`src/mbrf_pkg.sv`:
```
package mbrf_pkg;

    localparam int unsigned CFG_DATA_W = 16;
    localparam int unsigned REG_IDX_W  = 2;

    localparam logic [7:0]  FUNCTION_CODE_RESET = 8'h01;
    localparam logic [15:0] START_ADDRESS_RESET = 16'h0000;
    localparam logic [15:0] QUANTITY_RESET      = 16'h0008;

    // CRC-16/MODBUS: polynomial 0x8005 applied bit-reversed (0xA001), LSB first.
    localparam logic [15:0] CRC_INIT           = 16'hFFFF;
    localparam logic [15:0] CRC_POLY_REFLECTED = 16'hA001;

    typedef enum logic [REG_IDX_W-1:0] {
        REG_FUNCTION_CODE = 2'd0,
        REG_START_ADDRESS = 2'd1,
        REG_QUANTITY      = 2'd2
    } mbrf_reg_t;

    // Position of a byte within the request frame, in transmit order.
    typedef enum logic [2:0] {
        POS_ADDR     = 3'd0,
        POS_FUNC     = 3'd1,
        POS_START_HI = 3'd2,
        POS_START_LO = 3'd3,
        POS_QTY_HI   = 3'd4,
        POS_QTY_LO   = 3'd5,
        POS_CRC_LO   = 3'd6,
        POS_CRC_HI   = 3'd7
    } mbrf_pos_t;

    typedef struct packed {
        logic [7:0]  function_code;
        logic [15:0] start_address;
        logic [15:0] quantity;
    } mbrf_cfg_t;

    typedef struct packed {
        logic       valid;
        logic [7:0] slave_address;
    } mbrf_head_t;

    function automatic logic [15:0] crc_add_byte(input logic [15:0] crc_in,
                                                 input logic [7:0]  data);
        logic [15:0] crc;
        crc = crc_in ^ {8'h00, data};
        for (int k = 0; k < 8; k++)
        begin
            if (crc[0])
                crc = (crc >> 1) ^ CRC_POLY_REFLECTED;
            else
                crc = crc >> 1;
        end
        return crc;
    endfunction

endpackage

```
`src/mbrf_if.sv`:
```
interface mbrf_req_if;
    logic       valid;
    logic       ready;
    logic [7:0] slave_address;

    modport source (output valid, output slave_address, input ready);
    modport sink   (input valid, input slave_address, output ready);
endinterface

interface mbrf_byte_if;
    logic       valid;
    logic       ready;
    logic [7:0] frame_byte;
    logic       last_byte;

    modport source (output valid, output frame_byte, output last_byte, input ready);
    modport sink   (input valid, input frame_byte, input last_byte, output ready);
endinterface

```
`src/mbrf_front.sv`:
```
module mbrf_front #(
    parameter int unsigned DEPTH = 2
) (
    input  logic                clk,
    input  logic                rst_n,
    mbrf_req_if.sink            req,
    input  logic                pop,
    output mbrf_pkg::mbrf_head_t head
);

    localparam int unsigned PTR_W = (DEPTH > 1) ? $clog2(DEPTH) : 1;
    localparam int unsigned CNT_W = $clog2(DEPTH + 1);

    logic [7:0]       mem [DEPTH];
    logic [PTR_W-1:0] wr_ptr_reg, wr_ptr_next;
    logic [PTR_W-1:0] rd_ptr_reg, rd_ptr_next;
    logic [CNT_W-1:0] count_reg, count_next;
    logic             push;
    logic             do_pop;

    assign req.ready = (count_reg != CNT_W'(DEPTH));
    assign push      = req.valid && req.ready;
    assign do_pop    = pop && (count_reg != '0);

    assign head.valid         = (count_reg != '0);
    assign head.slave_address = mem[rd_ptr_reg];

    always_comb
    begin
        wr_ptr_next = wr_ptr_reg;
        rd_ptr_next = rd_ptr_reg;
        if (push)
            wr_ptr_next = (wr_ptr_reg == PTR_W'(DEPTH - 1)) ? '0 : wr_ptr_reg + 1'b1;
        if (do_pop)
            rd_ptr_next = (rd_ptr_reg == PTR_W'(DEPTH - 1)) ? '0 : rd_ptr_reg + 1'b1;
        count_next = count_reg + CNT_W'(push) - CNT_W'(do_pop);
    end

    always_ff @(posedge clk or negedge rst_n)
    begin
        if (!rst_n)
        begin
            wr_ptr_reg <= '0;
            rd_ptr_reg <= '0;
            count_reg  <= '0;
        end
        else
        begin
            wr_ptr_reg <= wr_ptr_next;
            rd_ptr_reg <= rd_ptr_next;
            count_reg  <= count_next;
        end
    end

    always_ff @(posedge clk)
    begin
        if (push)
            mem[wr_ptr_reg] <= req.slave_address;
    end

endmodule

```
`src/mbrf_back.sv`:
```
module mbrf_back (
    input  logic                 clk,
    input  logic                 rst_n,
    input  mbrf_pkg::mbrf_head_t head,
    input  mbrf_pkg::mbrf_cfg_t  cfg,
    output logic                 pop,
    mbrf_byte_if.source          rsp
);

    mbrf_pkg::mbrf_pos_t pos_reg, pos_next;
    logic [15:0]         crc_reg, crc_next;
    logic                out_valid_reg, out_valid_next;
    logic [7:0]          out_byte_reg, out_byte_next;
    logic                out_last_reg, out_last_next;
    logic                load;
    logic [7:0]          byte_sel;

    // A new beat enters the output register whenever it is empty or being drained.
    assign load = head.valid && (!out_valid_reg || rsp.ready);
    assign pop  = load && (pos_reg == mbrf_pkg::POS_CRC_HI);

    always_comb
    begin
        unique case (pos_reg)
            mbrf_pkg::POS_ADDR:     byte_sel = head.slave_address;
            mbrf_pkg::POS_FUNC:     byte_sel = cfg.function_code;
            mbrf_pkg::POS_START_HI: byte_sel = cfg.start_address[15:8];
            mbrf_pkg::POS_START_LO: byte_sel = cfg.start_address[7:0];
            mbrf_pkg::POS_QTY_HI:   byte_sel = cfg.quantity[15:8];
            mbrf_pkg::POS_QTY_LO:   byte_sel = cfg.quantity[7:0];
            mbrf_pkg::POS_CRC_LO:   byte_sel = crc_reg[7:0];
            mbrf_pkg::POS_CRC_HI:   byte_sel = crc_reg[15:8];
            default:                byte_sel = '0;
        endcase
    end

    always_comb
    begin
        pos_next       = pos_reg;
        crc_next       = crc_reg;
        out_byte_next  = out_byte_reg;
        out_last_next  = out_last_reg;
        out_valid_next = out_valid_reg && !rsp.ready;
        if (load)
        begin
            out_valid_next = 1'b1;
            out_byte_next  = byte_sel;
            out_last_next  = (pos_reg == mbrf_pkg::POS_CRC_HI);
            pos_next       = mbrf_pkg::mbrf_pos_t'(pos_reg + 3'd1);
            if (pos_reg == mbrf_pkg::POS_CRC_HI)
                crc_next = mbrf_pkg::CRC_INIT;
            else if (pos_reg != mbrf_pkg::POS_CRC_LO)
                crc_next = mbrf_pkg::crc_add_byte(crc_reg, byte_sel);
        end
    end

    always_ff @(posedge clk or negedge rst_n)
    begin
        if (!rst_n)
        begin
            pos_reg       <= mbrf_pkg::POS_ADDR;
            crc_reg       <= mbrf_pkg::CRC_INIT;
            out_valid_reg <= 1'b0;
        end
        else
        begin
            pos_reg       <= pos_next;
            crc_reg       <= crc_next;
            out_valid_reg <= out_valid_next;
        end
    end

    always_ff @(posedge clk)
    begin
        out_byte_reg <= out_byte_next;
        out_last_reg <= out_last_next;
    end

    assign rsp.valid      = out_valid_reg;
    assign rsp.frame_byte = out_byte_reg;
    assign rsp.last_byte  = out_last_reg;

    // A frame in progress keeps its request at the head of the queue.
    a_head_held: assert property (@(posedge clk) disable iff (!rst_n)
        pos_reg != mbrf_pkg::POS_ADDR |-> head.valid)
        else $error("frame in progress without a queued request");

    // Closing a frame restarts the sequence and the CRC.
    a_frame_restart: assert property (@(posedge clk) disable iff (!rst_n)
        load && pos_reg == mbrf_pkg::POS_CRC_HI |=>
            pos_reg == mbrf_pkg::POS_ADDR && crc_reg == mbrf_pkg::CRC_INIT)
        else $error("frame did not restart after CRC high byte");

    // Positions advance by exactly one per loaded beat.
    a_pos_step: assert property (@(posedge clk) disable iff (!rst_n)
        load |=> 3'(pos_reg) == 3'($past(pos_reg) + 3'd1))
        else $error("frame position skipped");

    // The last flag is only ever shown on a valid beat taken from the CRC high position.
    a_last_pos: assert property (@(posedge clk) disable iff (!rst_n)
        load |=> out_last_reg == ($past(pos_reg) == mbrf_pkg::POS_CRC_HI))
        else $error("last flag on wrong frame byte");

endmodule

```
`src/modbus_read_request_framer.sv`:
```
// Channel   Dir  Payload                         Handshake
// req       in   slave_address[7:0]              valid/ready, beat on valid && ready
// rsp       out  frame_byte[7:0], last_byte      valid/ready, beat on valid && ready
// cfg       in   cfg_index[1:0], cfg_wdata[15:0] cfg_we, no back-pressure
//
// Each request yields eight response beats, one per cycle while rsp is ready; the
// single byte-wide output register holds one beat at a time.
// A request is registered in the queue, then its first byte in the output register;
// requests are taken while the queue has room, so the input runs ahead while the output is stalled.
// Reset clears the queue, the frame sequencer and the output valid, and loads the
// register reset values; there is no clearing pass.
module modbus_read_request_framer #(
    parameter int unsigned QUEUE_DEPTH = 2
) (
    input  logic                                clk,
    input  logic                                rst_n,
    mbrf_req_if.sink                            req,
    mbrf_byte_if.source                         rsp,
    input  logic                                cfg_we,
    input  logic [mbrf_pkg::REG_IDX_W-1:0]      cfg_index,
    input  logic [mbrf_pkg::CFG_DATA_W-1:0]     cfg_wdata
);

    // Configuration registers. Software writes them only while the block is idle (the block does
    // not enforce this), as the back end reads them directly while building a frame.
    logic [7:0]  function_code_reg;
    logic [15:0] start_address_reg;
    logic [15:0] quantity_reg;

    mbrf_pkg::mbrf_cfg_t  cfg;
    mbrf_pkg::mbrf_head_t head;
    logic                 pop;

    always_ff @(posedge clk or negedge rst_n)
    begin
        if (!rst_n)
        begin
            function_code_reg <= mbrf_pkg::FUNCTION_CODE_RESET;
            start_address_reg <= mbrf_pkg::START_ADDRESS_RESET;
            quantity_reg      <= mbrf_pkg::QUANTITY_RESET;
        end
        else if (cfg_we)
        begin
            unique case (cfg_index)
                mbrf_pkg::REG_FUNCTION_CODE: function_code_reg <= cfg_wdata[7:0];
                mbrf_pkg::REG_START_ADDRESS: start_address_reg <= cfg_wdata;
                mbrf_pkg::REG_QUANTITY:      quantity_reg      <= cfg_wdata;
                default: ;
            endcase
        end
    end

    assign cfg.function_code = function_code_reg;
    assign cfg.start_address = start_address_reg;
    assign cfg.quantity      = quantity_reg;

    // The front end queues slave addresses; the back end walks through the eight
    // frame positions of the request at the queue head, folding each of the first
    // six bytes into the CRC as it is sent, and pops the request on its last byte.
    mbrf_front #(
        .DEPTH (QUEUE_DEPTH)
    ) u_front (
        .clk   (clk),
        .rst_n (rst_n),
        .req   (req),
        .pop   (pop),
        .head  (head)
    );

    mbrf_back u_back (
        .clk   (clk),
        .rst_n (rst_n),
        .head  (head),
        .cfg   (cfg),
        .pop   (pop),
        .rsp   (rsp)
    );

endmodule
```
`src/flat_wrapper.sv`:
```
// flat-port wrapper written by rule: the top's interface ports become plain ports
module modbus_read_request_framer_flat 
#(
    parameter int unsigned QUEUE_DEPTH = 2
)
  (clk, rst_n, cfg_we, cfg_index, cfg_wdata, req_valid, req_slave_address, req_ready, rsp_valid, rsp_frame_byte, rsp_last_byte, rsp_ready);
  mbrf_req_if req_i ();
  mbrf_byte_if rsp_i ();
  input  logic clk;
  input  logic rst_n;
  input  logic cfg_we;
  input  logic [mbrf_pkg::REG_IDX_W-1:0] cfg_index;
  input  logic [mbrf_pkg::CFG_DATA_W-1:0] cfg_wdata;
  input wire logic [$bits(req_i.valid)-1:0] req_valid;
  input wire logic [$bits(req_i.slave_address)-1:0] req_slave_address;
  output wire logic [$bits(req_i.ready)-1:0] req_ready;
  output wire logic [$bits(rsp_i.valid)-1:0] rsp_valid;
  output wire logic [$bits(rsp_i.frame_byte)-1:0] rsp_frame_byte;
  output wire logic [$bits(rsp_i.last_byte)-1:0] rsp_last_byte;
  input wire logic [$bits(rsp_i.ready)-1:0] rsp_ready;
  assign req_i.valid = req_valid;
  assign req_i.slave_address = req_slave_address;
  assign req_ready = req_i.ready;
  assign rsp_valid = rsp_i.valid;
  assign rsp_frame_byte = rsp_i.frame_byte;
  assign rsp_last_byte = rsp_i.last_byte;
  assign rsp_i.ready = rsp_ready;
  modbus_read_request_framer #(.QUEUE_DEPTH(QUEUE_DEPTH)) u_core (.clk(clk), .rst_n(rst_n), .req(req_i), .rsp(rsp_i), .cfg_we(cfg_we), .cfg_index(cfg_index), .cfg_wdata(cfg_wdata));
endmodule
```
`config.mk`:
```
export PLATFORM = sky130hd
export DESIGN_NAME = modbus_read_request_framer_flat
export DESIGN_NICKNAME = d
export VERILOG_FILES = /design/src/mbrf_pkg.sv /design/src/mbrf_if.sv /design/src/mbrf_front.sv /design/src/mbrf_back.sv /design/src/modbus_read_request_framer.sv /design/src/flat_wrapper.sv
export SDC_FILE = /design/constraint.sdc
export NUM_CORES = 1
export LEC_CHECK = 0
export BUFFER_PORTS_ARGS = -buffer_cell sky130_fd_sc_hd__buf_2
export CAP_MARGIN = 5
export CORE_MARGIN = 5
export CORE_UTILIZATION = 30
export DETAILED_ROUTE_END_ITERATION = 8
export HOLD_SLACK_MARGIN = 0.08
export PLACE_DENSITY = 0.53
export SYNTH_ARGS = -nofsm -noshare
export SYNTH_HDL_FRONTEND = slang
export SYNTH_HIERARCHICAL = 1
export SYNTH_SLANG_ARGS = --single-unit
export TNS_END_PERCENT = 1
```
`constraint.sdc`:
```
create_clock -name clk -period 4.9 [get_ports clk]
set_input_delay 0.245 -clock clk [delete_from_list [all_inputs] [get_ports clk]]
set_output_delay 0.245 -clock clk [all_outputs]
set_load 0.005 [all_outputs]
```
; After elaboration in Yosys (flattened, before gate mapping)
; Memories as Yosys holds them, arrays and structs flattened.
; Index checks and enable logic that the tools add are counted.
[totals]
input_bits = 31
wordCells = 90
output_inout_bits = 11
ram_bits = 16
n_memories = 1
reg_bits = 73
[memory_table]
columns = name, words, width, read_ports, rd_clocked_by_memory_dff, wr, line_no
row1 = u_core.u_front.mem, 2, 8, 1, 0, 1, mbrf_front.sv:14  ; logic [7:0] mem [DEPTH];
[classes]
n_mux = 37
n_addsub = 5
bitwise = 9
eq_ne = 11
n_reduce_logical = 16
[op_table]
columns = cell, count
row1 = $mux 16, 31
row2 = $pmux 8 s8, 1
row3 = $not 2->3, 8
row4 = $xor 16x8->16, 1
row5 = $eq 3x3->1 const B, 4
row6 = $reduce_and 2->1, 4
row7 = $eq 3x2->1 const B, 2
row8 = $logic_and 1x1->1, 5
row9 = $mux 1, 5
row10 = $reduce_bool 2->1, 2
row11 = $add 3x1->3 const B, 1
row12 = $eq 3x1->1 const B, 1
row13 = $logic_not 3->1, 1
row14 = $ne 3x3->1 const B, 1
row15 = $add 1x1->1 const B, 2
row16 = $add 2x1->2, 1
row17 = $eq 2x1->1 const B, 1
row18 = $eq 2x2->1 const B, 1
row19 = $logic_not 1->1, 2
row20 = $logic_not 2->1, 1
row21 = $ne 2x2->1 const B, 1
row22 = $sub 2x1->2, 1
row23 = $logic_or 1x1->1, 1

; Logic depth before layout (Yosys ltp)
; Gate-level depths: netlist of the first run.
[depth]
depth_word = 42
mapped_depth = 14

; Modules after synthesis
; Netlist of the first run, hierarchy kept.
[modules_own_cells]
columns = module, area_per_inst_um2, cells_per_inst, instances, seq_area_each_um2
row1 = mbrf_back, 2013.2, 181, 1, 790.8
row2 = modbus_read_request_framer, 1527.7, 85, 1, 1003.5
row3 = mbrf_front, 798.3, 45, 1, 580.6

; Worst setup path before layout of the first run
; No wires, ideal clock.
[synth_timing]
path_type = register to register
start = register u_core.u_back.pos_reg[2]
end = register u_core.u_back.crc_reg[0]
n_path_buf = 4
setup_slack_ps = 1704
period_less_slack_ps = 3196
t_arrival_ps = 3096
path_stages_with_launch = 15
setup_time_ps = 100
path_cell_list = dfrtp_1 > buf_2 > inv_1 > ha_1 > buf_6 > or4_4 > buf_6 > or2_1 > buf_6 > a41oi_4 > xnor2_2 > xnor3_1 > xnor2_1 > xnor2_1 > a21oi_1
[synth_between]
elab_chain_cells = 35
[synth_lines]
columns = item, line_no
row1 = from (decl), mbrf_back.sv:10  ; mbrf_pkg::mbrf_pos_t pos_reg, pos_next;
row2 = from (signal assigned), mbrf_back.sv:61  ; pos_reg <= mbrf_pkg::POS_ADDR;
row3 = from (signal assigned), mbrf_back.sv:67  ; pos_reg <= pos_next;
row4 = $eq 3x3->1 (tied with other cells), mbrf_back.sv:24  ; unique case (pos_reg)
row5 = $pmux 8 s8 *, mbrf_back.sv:24
row6 = net u_core.u_back.byte_sel[6], mbrf_back.sv:16  ; logic [7:0] byte_sel;
row7 = $xor 16x8->16 *, mbrf_pkg.sv:46  ; crc = crc_in ^ {8'h00, data};
row8 = $mux 16 *, mbrf_pkg.sv:49  ; if (crc[0])
row9 = $mux 16 *, mbrf_back.sv:52  ; else if (pos_reg != mbrf_pkg::POS_CRC_LO)
row10 = $mux 16 *, mbrf_back.sv:50  ; if (pos_reg == mbrf_pkg::POS_CRC_HI)
row11 = $mux 16 *, mbrf_back.sv:44  ; if (load)
row12 = [20 not listed], n/a
row13 = $mux 16 *, mbrf_back.sv:44
row14 = $mux 16 *, mbrf_pkg.sv:49
row15 = $mux 16 *, mbrf_back.sv:52
row16 = $mux 16 *, mbrf_back.sv:50
row17 = $mux 16 *, mbrf_back.sv:44
row18 = $mux 16 *, mbrf_pkg.sv:49
row19 = $mux 16 *, mbrf_back.sv:52
row20 = $mux 16 *, mbrf_back.sv:50
row21 = to (signal assigned), mbrf_back.sv:62  ; crc_reg <= mbrf_pkg::CRC_INIT;
row22 = to (signal assigned), mbrf_back.sv:68  ; crc_reg <= crc_next;
row23 = to (decl), mbrf_back.sv:11  ; logic [15:0] crc_reg, crc_next;
; The timed path passes the listed nets; every way through them passes the cells marked *. The select of a mux whose other input is x is not followed.
; A chain may end at the register's enable or synchronous reset.

; Worst setup path in the final report of the first run
[layout_timing]
start = register u_core.u_back.pos_reg[0]
end = register u_core.u_back.crc_reg[0]
; Same word-level chain as after synthesis.

==> impl_metrics.tcl, run 1 <==
set metrics [dict create \
    synth-simple-area-share 0.0854 \
    pin_count 42 \
    skew_ns 0.00599 \
    clk_pin_slew_ns 0.06 \
    dp.cells 524 \
    finalNonFillerCells 541 \
    num_rows 44 \
    synthCells 311 \
    antenna_found_initial 0 \
    max_freq_mhz 290 \
    antenna_cells 0 \
    track_usage 0.122 \
    synthFlopType "dfrtp_1" \
    port_buffers 41 \
    tns_ns 0 \
    antenna_left 0 \
    synth_nets 349 \
    setup_viol 0 \
    path_class "register to register" \
    firstDrtPassIters 4 \
    wl_mm 9.75 \
    drtIter0Drc 141 \
    end_kind "register" \
    drv_slew 0 \
    tightest_slew_ns 0.892 \
    dpl_cell_area_um2 4700 \
    grt_setup_unrepaired "false" \
    synthAdderAreaFrac 0.0202 \
    layout_common_cells "mux2_2 (51), dfrtp_1 (46), buf_2 (41)" \
    ys_seq_area_frac 0.547 \
    gp_congestion 0.849 \
    cts-root-buf "clkbuf_16" \
    cp.arrival_ns 3.68 \
    synth_top_family_by_area "multiplexers" \
    relSlewSlack 0.405 \
    cts_buffers 9 \
    synth_xor_area_frac 0.0807 \
    period_minus_slack_ns 3.45 \
    routedWlPerCell_um 18.0 \
    die_h_um 130 \
    async_flop_share 0.719 \
    initial_core_util 0.302 \
    netlist_area_um2 4340 \
    worstSkewPairLatency_ns 0.33 \
    h-tree-depth 3 \
    hpwl_mm 7.24 \
    clk_path_buf_depth 2 \
    cts_sinks 89 \
    grt_pass1_vias 2768 \
    fin_area_um2 5010 \
    layout-drive-gt1-share 0.426 \
    final_common_cell "mux2_2" \
    fin_util 0.348 \
    grt_overflow_total 0 \
    yosysTopAreaCell "dfrtp_1" \
    maxCapViolations 0 \
    critPathLaunchType "register" \
    hold_violations 0 \
    die_area_um2 17000 \
    synth_compound_area_frac 0.0995 \
    fin_crit_sh 0.703 \
    drc_errors 0 \
    status "finished, final reports clean" \
    syn_to_final_growth_pct 15.4 \
    nets 390 \
    synthDistinctLibCells 51 \
    synth_top_area_share 0.265 \
    ys_ff_latch 89 \
    cts_tree "done" \
    core_um2 14400 \
    ctsResizeCount 0 \
    required_ns 5.13 \
    yosysWarnings 6 \
    viasPerCell 4.82 \
    die_x_um 130 \
    synth-edff-count 25 \
    grt_first_pass_wirelength_mm 15.5 \
    hp-class "primary input to async pin" \
    syn_area_per_cell_um2 14.0 \
    crit_fanout 14 \
    route.vias.total 2609 \
    grt_start_max_net_pins 65 \
    muxShareOfSynthArea 0.144 \
    synth.area.top_cells "dfrtp_1 (27%), edfxtp_1 (17%), mux2_2 (13%), dfstp_2 (11%), xnor2_1 (3.6%)" \
]
## Yosys cell counts (3+ instances only)
library cell / count
a21oi_1: 11
clkbuf_1: 6
dfstp_2: 18
xnor2_2: 6
a22o_1: 7
mux2_2: 51
inv_1: 4
nor3_1: 5
nor2_1: 13
nand2b_1: 3
edfxtp_1: 25
buf_6: 3
a31oi_2: 3
nand2_1: 19
a41oi_2: 3
o21ai_0: 4
xnor2_1: 18
mux2i_1: 5
ha_1: 7
a22oi_1: 6
nand3_1: 5
dfrtp_1: 46
## kinds of logic after synthesis
kind of cell / after synthesis
DFF: 89
buffers and inverters: 18
xor gates and xnor gates: 29
muxes: 56
adders and majority gates: 7
and+or+nand+nor: 63
AOI/OAI and AO/OA: 49
## metrics by stage
stage               hold slack (ns)  setup slack [ns]
floorplan                   -0.0506              1.70
global placement              0.439              1.60
detailed placement            0.437              1.47
CTS                          0.0848              1.45
global route                 0.0887              1.27
finish                       0.0899              1.45
## critical path: stages, from the launching register on
cell     delay [ns]
dfrtp_1        0.40
ha_1           0.23
ha_1           0.36
or4_4          0.61
or2_1          0.43
a41oi_4        0.24
xnor2_2        0.21
xnor3_1        0.40
xnor2_1        0.22
xnor2_1        0.15
a21oi_1        0.09
## path summary, 6_finish.rpt
| path | endpoint | cells past startpoint | slack [ns] | startpoint |
|---|---|---|---|---|
| setup / recovery | u_core/u_back/crc_reg[0] | 10 | 1.45 | u_core/u_back/pos_reg[0] |
| hold / removal | u_core/quantity_reg[9] | 2 | 0.09 | rst_n |
| setup reg to reg | u_core/u_back/crc_reg[0] | 10 | 1.45 | u_core/u_back/pos_reg[0] |
| hold reg to reg | u_core/u_front/wr_ptr_reg | 1 | 0.50 | u_core/u_front/wr_ptr_reg |
| max in group asynchronous | u_core/start_address_reg[4] | 2 | 4.27 | rst_n |
| min in group clk | u_core/u_front/mem[1][4] | 1 | 0.10 | req_slave_address[4] |
## final cells by class
class | instances | area, µm²
sequential | 89 | 2370
fill | 1438 | 9360
inverter | 4 | 15.0
clock inverter | 5 | 38.8
clock buffer | 11 | 253
multi-input combinational | 204 | 1860
timing repair buffer | 44 | 230
tap | 184 | 230
## layer usage
metal  wire (µm)  part of all wire  GRT usage  up-vias
met2        4300              0.44      0.181       57
met3         447             0.046     0.0311       11
met4         170             0.017     0.0379        0
met1        4830              0.50      0.174     1309
li1            -                 -          -     1232
met5           0                 0          0        -
## timing repair
item                                   CTS  global route
endpoints found under the hold margin    0             2
buffers inserted                         0             0
hold buffers                             0             1
Power of run 1 is not shown: default switching activity piles up to over one toggle a cycle in this logic, so the estimate is an artifact.
==> run 2: changes to the inputs <==
--- a/config.mk
+++ b/config.mk
@@ -11,7 +11,7 @@
 export CORE_UTILIZATION = 30
 export DETAILED_ROUTE_END_ITERATION = 8
 export HOLD_SLACK_MARGIN = 0.08
-export PLACE_DENSITY = 0.53
+export PLACE_DENSITY = 0.55
 export SYNTH_ARGS = -nofsm -noshare
 export SYNTH_HDL_FRONTEND = slang
 export SYNTH_HIERARCHICAL = 1
==> constraint.sdc (replaced) <==
create_clock -name clk -period 2.95 [get_ports clk]
set_input_delay 0.1475 -clock clk [delete_from_list [all_inputs] [get_ports clk]]
set_output_delay 0.1475 -clock clk [all_outputs]
set_load 0.005 [all_outputs]
==> impl_metrics.tcl, run 2 (synthesized netlist as in run 1, its figures left out) <==
set metrics [dict create \
    path_class "register to register" \
    antenna_left 0 \
    final_common_cell "mux2_2" \
    finalNonFillerCells 581 \
    critPathLaunchType "register" \
    grt_setup_unrepaired "true" \
    crit_path_end "u_core/u_back/crc_reg[0]" \
    max_freq_mhz 349 \
    relSlewSlack 0.451 \
    r2r-start "u_core/u_back/pos_reg[1]" \
    grt_overflow_total 0 \
    cts_buffers 9 \
    num_rows 44 \
    layout_common_cells "mux2_2 (51), dfrtp_1 (46), buf_2 (41)" \
    clk_pin_slew_ns 0.06 \
    reg2reg_to "u_core/u_back/crc_reg[0]" \
    fin_crit_sh 0.970 \
    clk_path_buf_depth 2 \
    crit_fanout 4 \
    track_usage 0.123 \
    hp-class "primary input to register" \
    grt_start_max_net_pins 65 \
    gp_congestion 0.787 \
    viasPerCell 4.75 \
    hpwl_mm 7.22 \
    status "finished, final reports clean" \
    grt_pass1_vias 2869 \
    routedWlPerCell_um 17.0 \
    cp-startpoint "u_core/u_back/pos_reg[1]" \
    core_um2 14400 \
    setup_viol 0 \
    initial_core_util 0.302 \
    worst_slack_ns 0.0880 \
    drv_slew 0 \
    port_buffers 41 \
    end_kind "register" \
    hold_violations 0 \
    cts-root-buf "clkbuf_16" \
    cts_post_setup_buffers_inserted 0 \
    antenna_cells 0 \
    h-tree-depth 3 \
    worst_r2r_path_depth 10 \
    route.vias.total 2760 \
    tightest_slew_ns 0.823 \
    die_area_um2 17000 \
    r2r_setup_slack_ns 0.09 \
    die_h_um 130 \
    die_x_um 130 \
    syn_to_final_growth_pct 24.7 \
    worstSkewPairLatency_ns 0.34 \
    firstDrtPassIters 5 \
    drc_errors 0 \
    drtIter0Drc 113 \
    skew_ns 0.00579 \
    required_ns 3.22 \
    dp.cells 541 \
    grt_first_pass_wirelength_mm 16.0 \
    cts_sinks 89 \
    antenna_found_initial 0 \
    post-place-ws_ns 0.0112 \
    nets 430 \
    pin_count 42 \
    layout-drive-gt1-share 0.441 \
    period_minus_slack_ns 2.86 \
    cp.arrival_ns 3.13 \
    cts_tree "done" \
    maxCapViolations 0 \
    wl_mm 9.85 \
]
## run 2: worst min path at each step
| stage | start | end | depth (start not counted) |
|---|---|---|---|
| floorplan | rst_n | u_core/function_code_reg[1] | 0 |
| global placement | req_slave_address[7] | u_core/u_front/mem[1][7] | 1 |
| CTS | cfg_wdata[1] | u_core/quantity_reg[1] | 2 |
| detailed placement | req_slave_address[5] | u_core/u_front/mem[1][5] | 1 |
| global route | cfg_wdata[1] | u_core/quantity_reg[1] | 2 |
| finish | cfg_wdata[1] | u_core/quantity_reg[1] | 2 |
## run 2: critical path: stages, from the launching register on
cell	delay [ns]
dfrtp_1	0.40
ha_2	0.22
ha_2	0.18
or4_4	0.48
or2_4	0.27
o22a_4	0.28
xnor2_4	0.19
xnor3_1	0.34
xnor2_1	0.19
xnor2_1	0.10
a21oi_1	0.15
## run 2: final cells by class
cell class / count / area [µm²]
clock inverters: 3 / 15.0
well taps: 184 / 230
flip-flops and latches: 89 / 2370
clock buffers: 13 / 260
multi-input cells: 204 / 1930
repair buffers: 84 / 588
fillers: 1420 / 8960
inverters: 4 / 17.5
## run 2: repair_timing
action / 4_1_cts / 5_1_grt
gates resized for setup: 1 / 6
setup endpoints to repair: 1 / 3
hold buffers: 24 / 0
endpoints found under the hold margin: 96 / 0
cloned: 0 / 0
pin swaps: 1 / 2
## run 2: per-stage QoR
step                      cell area (µm²)   util  hold slack, ns   TNS, ns
final                                5410  0.377          0.0848         0
after global routing                 5410  0.377           0.100  -0.00982
after CTS                            5380  0.374          0.0802         0
after detailed placement             4850  0.338           0.344         0
after global placement               4850  0.338           0.339         0
after floorplan                      4370      -          -0.148   -0.0469
## run 2: metal layers
layer  GRT usage  up-vias  wire length [µm]
li1            -     1310                 -
met5           0        -                 0
met2       0.186       59              4420
met1       0.179     1381              4890
met4      0.0312        0               117
met3      0.0299       10               420
Power of run 2 is left out for the same reason.
